**config.mk**
```make
export PLATFORM = sky130hd
export DESIGN_NAME = energy_budget_load_shedder
export DESIGN_NICKNAME = d
export VERILOG_FILES = /design/src/rtl/ebls_pkg.sv /design/src/rtl/energy_budget_load_shedder.sv /design/src/rtl/ebls_alu.sv
export SDC_FILE = /design/constraint.sdc
export NUM_CORES = 1
export LEC_CHECK = 0
export BUFFER_PORTS_ARGS = -buffer_cell sky130_fd_sc_hd__buf_4
export CELL_PAD_IN_SITES_DETAIL_PLACEMENT = 1
export CELL_PAD_IN_SITES_GLOBAL_PLACEMENT = 2
export CORE_ASPECT_RATIO = 1.4
export CORE_MARGIN = 4
export CORE_UTILIZATION = 44
export CTS_CLUSTER_SIZE = 25
export DETAILED_ROUTE_END_ITERATION = 6
export GPL_TIMING_DRIVEN = 0
export HOLD_SLACK_MARGIN = 0.06
export PLACE_DENSITY_LB_ADDON = 0.1
export SLEW_MARGIN = 20
export SYNTH_ARGS = -nofsm -noshare
export SYNTH_HDL_FRONTEND = slang
export SYNTH_HIERARCHICAL = 1
export SYNTH_SLANG_ARGS = --single-unit
```
**constraint.sdc**
```tcl
create_clock -name clk_i -period 14.5 [get_ports clk_i]
set_input_delay 0 -clock clk_i [delete_from_list [all_inputs] [get_ports clk_i]]
set_output_delay 0 -clock clk_i [all_outputs]
set_load 0.01 [all_outputs]
```
**src/rtl/ebls_pkg.sv**
```systemverilog
`timescale 1ns / 1ps
`default_nettype none
// ----------------------------------------------------------------------------
// Energy budget load shedder package
// Shared constants, types and the zone hysteresis function.
// ----------------------------------------------------------------------------
package ebls_pkg;

  localparam int unsigned ENERGY_BITS_DEF = 27;
  localparam int unsigned PCT_BITS        = 14;
  localparam int unsigned CNT_BITS        = 4;
  localparam int unsigned ZONE_BITS       = 3;
  localparam int unsigned BUDGET_RESET    = 40;
  localparam int unsigned DROP_TOL        = 5;

  localparam logic [PCT_BITS-1:0] PCT_FULL     = 14'd10000;
  localparam logic [CNT_BITS-1:0] DIV_LAST_BIT = 4'd13;

  localparam logic [PCT_BITS-1:0] PCT_4_DOWN = 14'd6700;
  localparam logic [PCT_BITS-1:0] PCT_3_UP   = 14'd7200;
  localparam logic [PCT_BITS-1:0] PCT_3_DOWN = 14'd3700;
  localparam logic [PCT_BITS-1:0] PCT_2_UP   = 14'd4200;
  localparam logic [PCT_BITS-1:0] PCT_2_DOWN = 14'd700;
  localparam logic [PCT_BITS-1:0] PCT_1_UP   = 14'd1200;
  localparam logic [PCT_BITS-1:0] PCT_CUT    = 14'd200;

  localparam logic [ZONE_BITS-1:0] ZONE_CUTOFF = 3'd0;
  localparam logic [ZONE_BITS-1:0] ZONE_G1     = 3'd1;
  localparam logic [ZONE_BITS-1:0] ZONE_G2     = 3'd2;
  localparam logic [ZONE_BITS-1:0] ZONE_G3     = 3'd3;
  localparam logic [ZONE_BITS-1:0] ZONE_ALL    = 3'd4;

  typedef enum logic [1:0] {
    KIND_SAMPLE  = 2'd0,
    KIND_STOP    = 2'd1,
    KIND_RESUME  = 2'd2,
    KIND_RESTART = 2'd3
  } kind_e;

  typedef enum logic [2:0] {
    ST_IDLE,
    ST_CMD,
    ST_USED,
    ST_REM,
    ST_MUL,
    ST_DIV,
    ST_ZONE,
    ST_FIN
  } state_e;

  function automatic logic [ZONE_BITS-1:0] next_zone(input logic [PCT_BITS-1:0] pct,
                                                     input logic [ZONE_BITS-1:0] prev);
    logic [ZONE_BITS-1:0] z;
    z = prev;
    if (pct == '0) begin
      z = ZONE_CUTOFF;
    end else begin
      case (prev)
        ZONE_ALL: begin
          if (pct < PCT_4_DOWN) z = ZONE_G3;
        end
        ZONE_G3: begin
          if (pct >= PCT_3_UP) z = ZONE_ALL;
          else if (pct < PCT_3_DOWN) z = ZONE_G2;
        end
        ZONE_G2: begin
          if (pct >= PCT_2_UP) z = ZONE_G3;
          else if (pct < PCT_2_DOWN) z = ZONE_G1;
        end
        ZONE_G1: begin
          if (pct >= PCT_1_UP) z = ZONE_G2;
          else if (pct <= PCT_CUT) z = ZONE_CUTOFF;
        end
        ZONE_CUTOFF: begin
          if (pct > PCT_CUT) z = ZONE_G1;
        end
        default: begin
          z = prev;
        end
      endcase
    end
    return z;
  endfunction

endpackage
`default_nettype wire

```
**src/rtl/energy_budget_load_shedder.sv**
```systemverilog
`timescale 1ns / 1ps
`default_nettype none
// ----------------------------------------------------------------------------
// Energy budget load shedder
// Filters meter totals, tracks used and remaining energy against a budget,
// and drives four priority load groups through a five-zone hysteresis machine.
// ----------------------------------------------------------------------------
// A paused item passes through the command and finish states; a running item
// also takes the used, remaining, multiply, divide and zone states, and a zero
// budget skips multiply and divide. The 14-step restoring divider shares one
// subtractor with the used and remaining steps. One item is in work at a time;
// the output register lets the next item enter while a result waits. Reset
// leaves the controller paused with all loads on in its zone, budget 40 and
// frozen values 0, 40 and 10000.
module energy_budget_load_shedder #(
  parameter int unsigned EnergyBits = ebls_pkg::ENERGY_BITS_DEF
) (
  input  wire logic                  clk_i,
  input  wire logic                  rst_ni,
  input  wire logic                  cfg_valid_i,
  output logic                       cfg_ready_o,
  input  wire logic [EnergyBits-1:0] cfg_data_i,
  input  wire logic                  in_valid_i,
  output logic                       in_ready_o,
  input  wire logic [1:0]            kind_i,
  input  wire logic [EnergyBits-1:0] meter_total_i,
  input  wire logic                  reading_valid_i,
  output logic                       out_valid_o,
  input  wire logic                  out_ready_i,
  output logic [EnergyBits-1:0]      used_energy_o,
  output logic [EnergyBits-1:0]      remaining_energy_o,
  output logic [ebls_pkg::PCT_BITS-1:0]  remaining_pct_o,
  output logic [ebls_pkg::ZONE_BITS-1:0] load_zone_o,
  output logic                       group1_on_o,
  output logic                       group2_on_o,
  output logic                       group3_on_o,
  output logic                       group4_on_o,
  output logic                       paused_flag_o
);

  localparam int unsigned PB = ebls_pkg::PCT_BITS;
  localparam int unsigned ZB = ebls_pkg::ZONE_BITS;
  localparam int unsigned CB = ebls_pkg::CNT_BITS;

  ebls_pkg::state_e state_q, state_d;

  logic [EnergyBits-1:0] budget_q;
  logic [EnergyBits-1:0] last_good_q;
  logic                  have_good_q;
  logic [EnergyBits-1:0] baseline_q;
  logic                  paused_q;
  logic                  first_pend_q;
  logic [ZB-1:0]         zone_q;
  logic [EnergyBits-1:0] frz_used_q;
  logic [EnergyBits-1:0] frz_rem_q;
  logic [PB-1:0]         frz_pct_q;
  logic                  out_valid_q;

  logic [1:0]            kind_q;
  logic [EnergyBits-1:0] meter_q;
  logic                  rvalid_q;
  logic [EnergyBits-1:0] total_q;
  logic [EnergyBits-1:0] used_q;
  logic [EnergyBits-1:0] rem_q;
  logic [EnergyBits-1:0] div_r_q;
  logic [PB-1:0]         div_lo_q;
  logic [PB-1:0]         quo_q;
  logic [CB-1:0]         cnt_q;

  logic [EnergyBits-1:0] out_used_q;
  logic [EnergyBits-1:0] out_rem_q;
  logic [PB-1:0]         out_pct_q;
  logic [ZB-1:0]         out_zone_q;
  logic                  out_paused_q;

  logic                  in_acc;
  logic                  fin_go;
  logic                  restart_cyc;
  logic                  paused_nx;
  logic                  need_filter;
  logic                  drop;
  logic                  take_new;
  logic [EnergyBits-1:0] filtered;
  logic [EnergyBits:0]   alu_a;
  logic [EnergyBits:0]   alu_b;
  logic [EnergyBits:0]   alu_diff;
  logic                  alu_borrow;
  logic [EnergyBits+PB-1:0] product;
  logic [PB-1:0]         pct_sat;
  logic [ZB-1:0]         zone_nx;

  assign cfg_ready_o = 1'b1;
  assign in_ready_o  = (state_q == ebls_pkg::ST_IDLE);
  assign in_acc      = in_valid_i && in_ready_o;
  assign fin_go      = !out_valid_q || out_ready_i;

  always_comb begin
    restart_cyc = (kind_q == ebls_pkg::KIND_RESTART)
               || ((kind_q == ebls_pkg::KIND_RESUME) && first_pend_q);
    if (kind_q == ebls_pkg::KIND_STOP) begin
      paused_nx = 1'b1;
    end else if ((kind_q == ebls_pkg::KIND_RESUME) || (kind_q == ebls_pkg::KIND_RESTART)) begin
      paused_nx = 1'b0;
    end else begin
      paused_nx = paused_q;
    end
    need_filter = restart_cyc || !paused_nx;
    drop = have_good_q
        && (({1'b0, meter_q} + (EnergyBits+1)'(ebls_pkg::DROP_TOL)) < {1'b0, last_good_q});
    take_new = rvalid_q && !drop;
    if (!rvalid_q) begin
      filtered = have_good_q ? last_good_q : '0;
    end else if (drop) begin
      filtered = last_good_q;
    end else begin
      filtered = meter_q;
    end
  end

  always_comb begin
    alu_a = {1'b0, total_q};
    alu_b = {1'b0, baseline_q};
    case (state_q)
      ebls_pkg::ST_REM: begin
        alu_a = {1'b0, budget_q};
        alu_b = {1'b0, used_q};
      end
      ebls_pkg::ST_DIV: begin
        alu_a = {div_r_q, div_lo_q[PB-1]};
        alu_b = {1'b0, budget_q};
      end
      default: begin
        alu_a = {1'b0, total_q};
        alu_b = {1'b0, baseline_q};
      end
    endcase
  end

  ebls_alu #(
    .Width (EnergyBits + 1)
  ) u_alu (
    .a_i      (alu_a),
    .b_i      (alu_b),
    .diff_o   (alu_diff),
    .borrow_o (alu_borrow)
  );

  assign product = {{PB{1'b0}}, rem_q} * (EnergyBits+PB)'(ebls_pkg::PCT_FULL);
  assign pct_sat = (quo_q > ebls_pkg::PCT_FULL) ? ebls_pkg::PCT_FULL : quo_q;
  assign zone_nx = ebls_pkg::next_zone(pct_sat, zone_q);

  always_comb begin
    state_d = state_q;
    case (state_q)
      ebls_pkg::ST_IDLE: begin
        if (in_acc) state_d = ebls_pkg::ST_CMD;
      end
      ebls_pkg::ST_CMD: begin
        state_d = paused_nx ? ebls_pkg::ST_FIN : ebls_pkg::ST_USED;
      end
      ebls_pkg::ST_USED: begin
        state_d = ebls_pkg::ST_REM;
      end
      ebls_pkg::ST_REM: begin
        state_d = (budget_q == '0) ? ebls_pkg::ST_ZONE : ebls_pkg::ST_MUL;
      end
      ebls_pkg::ST_MUL: begin
        state_d = ebls_pkg::ST_DIV;
      end
      ebls_pkg::ST_DIV: begin
        if (cnt_q == '0) state_d = ebls_pkg::ST_ZONE;
      end
      ebls_pkg::ST_ZONE: begin
        state_d = ebls_pkg::ST_FIN;
      end
      ebls_pkg::ST_FIN: begin
        if (fin_go) state_d = ebls_pkg::ST_IDLE;
      end
      default: begin
        state_d = ebls_pkg::ST_IDLE;
      end
    endcase
  end

  always_ff @(posedge clk_i or negedge rst_ni) begin
    if (!rst_ni) begin
      state_q      <= ebls_pkg::ST_IDLE;
      budget_q     <= EnergyBits'(ebls_pkg::BUDGET_RESET);
      last_good_q  <= '0;
      have_good_q  <= 1'b0;
      baseline_q   <= '0;
      paused_q     <= 1'b1;
      first_pend_q <= 1'b1;
      zone_q       <= ebls_pkg::ZONE_ALL;
      frz_used_q   <= '0;
      frz_rem_q    <= EnergyBits'(ebls_pkg::BUDGET_RESET);
      frz_pct_q    <= ebls_pkg::PCT_FULL;
      out_valid_q  <= 1'b0;
    end else begin
      state_q <= state_d;
      if (cfg_valid_i) begin
        budget_q <= cfg_data_i;
      end
      if ((state_q == ebls_pkg::ST_FIN) && fin_go) begin
        out_valid_q <= 1'b1;
      end else if (out_valid_q && out_ready_i) begin
        out_valid_q <= 1'b0;
      end
      case (state_q)
        ebls_pkg::ST_CMD: begin
          paused_q <= paused_nx;
          if (need_filter && take_new) begin
            last_good_q <= meter_q;
            have_good_q <= 1'b1;
          end
          if (restart_cyc) begin
            baseline_q   <= filtered;
            first_pend_q <= 1'b0;
          end
        end
        ebls_pkg::ST_ZONE: begin
          frz_used_q <= used_q;
          frz_rem_q  <= rem_q;
          frz_pct_q  <= pct_sat;
          zone_q     <= zone_nx;
        end
        default: begin
        end
      endcase
    end
  end

  always_ff @(posedge clk_i) begin
    if (in_acc) begin
      kind_q   <= kind_i;
      meter_q  <= meter_total_i;
      rvalid_q <= reading_valid_i;
    end
    case (state_q)
      ebls_pkg::ST_CMD: begin
        total_q <= filtered;
      end
      ebls_pkg::ST_USED: begin
        used_q <= alu_borrow ? '0 : alu_diff[EnergyBits-1:0];
      end
      ebls_pkg::ST_REM: begin
        rem_q <= alu_borrow ? '0 : alu_diff[EnergyBits-1:0];
        quo_q <= '0;
      end
      ebls_pkg::ST_MUL: begin
        div_r_q  <= product[EnergyBits+PB-1:PB];
        div_lo_q <= product[PB-1:0];
        cnt_q    <= ebls_pkg::DIV_LAST_BIT;
        quo_q    <= '0;
      end
      ebls_pkg::ST_DIV: begin
        if (!alu_borrow) begin
          div_r_q <= alu_diff[EnergyBits-1:0];
        end else begin
          div_r_q <= alu_a[EnergyBits-1:0];
        end
        div_lo_q <= {div_lo_q[PB-2:0], 1'b0};
        quo_q    <= {quo_q[PB-2:0], !alu_borrow};
        cnt_q    <= cnt_q - CB'(1);
      end
      ebls_pkg::ST_FIN: begin
        if (fin_go) begin
          out_used_q   <= frz_used_q;
          out_rem_q    <= frz_rem_q;
          out_pct_q    <= frz_pct_q;
          out_zone_q   <= zone_q;
          out_paused_q <= paused_q;
        end
      end
      default: begin
      end
    endcase
  end

  assign out_valid_o        = out_valid_q;
  assign used_energy_o      = out_used_q;
  assign remaining_energy_o = out_rem_q;
  assign remaining_pct_o    = out_pct_q;
  assign load_zone_o        = out_zone_q;
  assign paused_flag_o      = out_paused_q;
  assign group1_on_o = !out_paused_q && (out_zone_q >= ebls_pkg::ZONE_G1)
                    && (out_zone_q <= ebls_pkg::ZONE_ALL);
  assign group2_on_o = !out_paused_q && (out_zone_q >= ebls_pkg::ZONE_G2)
                    && (out_zone_q <= ebls_pkg::ZONE_ALL);
  assign group3_on_o = !out_paused_q && (out_zone_q >= ebls_pkg::ZONE_G3)
                    && (out_zone_q <= ebls_pkg::ZONE_ALL);
  assign group4_on_o = !out_paused_q && (out_zone_q == ebls_pkg::ZONE_ALL);

endmodule
`default_nettype wire

```
**src/rtl/ebls_alu.sv**
```systemverilog
`timescale 1ns / 1ps
`default_nettype none
// ----------------------------------------------------------------------------
// Energy budget load shedder shared subtractor
// One subtract and compare unit, shared by the used, remaining and divide steps.
// ----------------------------------------------------------------------------
module ebls_alu #(
  parameter int unsigned Width = ebls_pkg::ENERGY_BITS_DEF + 1
) (
  input  wire logic [Width-1:0] a_i,
  input  wire logic [Width-1:0] b_i,
  output logic      [Width-1:0] diff_o,
  output logic                  borrow_o
);

  logic [Width:0] full;

  assign full     = {1'b0, a_i} - {1'b0, b_i};
  assign diff_o   = full[Width-1:0];
  assign borrow_o = full[Width];

endmodule
`default_nettype wire
```
==> impl_metrics.yaml <==
synthesis:
  syn-instance-count: 2163
  syn-num-nets: 2453
  syn_area_sq_um: 23130
  synth_area_per_cell_sq_um: 10.69
  yosys_warnings: 6
clock_tree:
  htreeDepth: 2
  cts-root-buf: "clkbuf_16"
  worstSkewPairLatency_ns: 0.59
  numCtsBuffers: 42
  cts_hold_buf: 69
  clockBufferDepth: 3
  clock-sinks: 397
  cts_setup_buffers: 0
  cts_tree: "built"
  cts.reportedPaths.clkPinSlew_ns: 0.06
  cts_resized: 0
critical_path:
  required_ns: 14.74
  reg2regPathDepth: 20
  slowest_delay_ns: 0.72
  startpoint_type: "flip-flop"
  r2r-start: "state_q[2]"
  r2r_slack_ns: 6.71
  path_buf_inv: 6
  cpLargestDelayFamily: "buffers and inverters"
  worstPathMaxFanout: 10
  crit_path_cell_trace: "inv_1 > and3_1 > nor2_1 > clkbuf_1 > clkbuf_1 > nand2_1 > nand2_1 > ha_1 > fa_1 > nand2b_1 > a21oi_2 > a2111oi_2 > o31a_1 > a2111o_1 > o21ai_2 > a221oi_1 > clkbuf_1 > clkbuf_1 > clkbuf_1 > nor2b_1"
  r2r_end: "used_q[22]"
  cp_slowest_cell: "clkbuf_1"
  criticalPathCategory: "flip-flop to flip-flop"
  end_kind: "flip-flop"
  path_common_cell: "clkbuf_1"
  path_depth: 20
  worstPathArrival_ns: 8.02
global_route:
  antenna_found_initial: 0
  grt_pass1_vias: 18623
  grtUsageTotal_pct: 26.01
  grt_start_max_net_pins: 77
  grt_first_pass_wirelength_um: 112600
  overflow: 0
floorplan:
  die_area_sq_um: 56360
  placeableCoreArea_sq_um: 52020
  die_x_um: 201.8
  die_y_um: 279.3
  fp-row-count: 99
  start_util_pct: 44.46
  ios: 141
sta:
  setup_viol_count_final: 0
  min_period_ns: 7.790
  finalMaxSlewViolations: 0
  max_freq_ghz: 0.1284
  hold_viol_final: 0
  tightest_slew_ns: 1.045
  slew_headroom_pct: 30.20
  final.period_utilization_pct: 53.72
  tns_ns: 0
  rsz0062_at_grt: "false"
  finClkSkew_ns: 0.02588
placement:
  post-dp-hpwl_um: 58790
  port_buffers: 138
  gp_congestion: 0.9046
worst_hold_path:
  min_to: "meter_q[7]"
  min-delay-path-class: "input pin to flip-flop"
  min_path_cells: 2
  hold_start: "meter_total_i[7]"
cells_and_area:
  diodes: 0
  nNetsFinal: 2711
  layout-drive-gt1-share_pct: 14.59
  multi_input_area_sq_um: 10550
  seq_area_sq_um: 11140
  fillers: 5632
  area_delta_synth_final_pct: 18.03
routing:
  drtIter0Drc: 1021
  viasPerCell: 5.528
  wl_per_cell_um: 23.71
  drc: 0
  dr.pass1.iters: 5
  vias: 17193
  routed_wl_um: 73730
  antenna_left: 0
run:
  cap_violations: 0
outcome:
  run_status: "finished clean"
-- worst reg2reg max path: stages (launching register included) --
cell	delay (ns)
dfrtp_1	0.63
inv_1	0.26
and3_1	0.30
nor2_1	0.68
clkbuf_1	0.44
clkbuf_1	0.47
nand2_1	0.17
nand2_1	0.11
ha_1	0.21
fa_1	0.23
nand2b_1	0.16
a21oi_2	0.09
a2111oi_2	0.51
o31a_1	0.41
a2111o_1	0.32
o21ai_2	0.10
a221oi_1	0.30
clkbuf_1	0.56
clkbuf_1	0.49
clkbuf_1	0.72
nor2b_1	0.30
-- cells in the final DEF, fill, tap and decap left out, types with 7 or more instances in the layout --
master         count
nor4_1            14
a21bo_2           16
and3_1            23
nand4_1           14
or2_2             10
clkbuf_8          12
o211ai_1          12
o21bai_1          10
clkbuf_1          68
and2_1            13
xnor2_1           52
a211oi_1          18
nand3_1           27
mux2_2            56
xor2_1            26
nor2_1            61
dfstp_2           12
dlygate4sd3_1     68
a211o_1            7
o21a_1             9
a31oi_1           10
dfrtp_1          147
nor3b_1            8
clkbuf_16         43
a21oi_1           81
edfxtp_1         238
a21o_1            26
a22oi_1           55
nor2b_1           33
nand2_1          344
fa_1              69
ha_1             159
inv_1            257
nor3_1            14
o31ai_1            8
o21ai_0          144
a221o_1           13
buf_4            141
-- routing by layer --
metal  global-route usage, %  routed length, um
met1                   30.00              28540
met2                   49.65              39690
met4                   9.470               3010
met3                   2.710               2490
met5                       0                  0
-- per-stage QoR --
stage / utilization, % / hold slack [ns] / setup slack (ns) / instance area, sq um / std cells
6_report: 52.48 / 0.1468 / 6.711 / 27300 / 3110
5_1_grt: 52.48 / 0.1318 / 6.431 / 27300 / 3110
4_1_cts: 52.48 / 0.1062 / 6.655 / 27300 / 3110
3_5_place_dp: 48.30 / 0.05691 / 6.714 / 25130 / 2964
3_3_place_gp: 48.03 / 0.1790 / 5.650 / 24990 / 2957
2_1_floorplan: - / -0.2956 / 8.986 / 23130 / 2163
-- worst max-delay path by stage --
stage	startpoint	to	slack [ns]
2_1_floorplan	state_q[1]	div_r_q[13]	8.99
3_3_place_gp	state_q[2]	rem_q[22]	5.65
3_5_place_dp	state_q[2]	rem_q[22]	6.71
4_1_cts	state_q[2]	used_q[22]	6.65
5_1_grt	state_q[2]	used_q[22]	6.43
6_report	state_q[2]	used_q[22]	6.71
-- final cells by class --
type                       instances  area share [%]
buffer                            90           1.806
clock inverter                    28           1.228
tap                              656           3.006
clock buffer                      49           4.170
sequential                       397           40.80
inverter                         259           3.561
timing repair buffer             214           6.805
multi-input combinational       1417           38.62
Power is not shown: default switching activity piles up to over one toggle a cycle in this logic, so the estimate is an artifact.
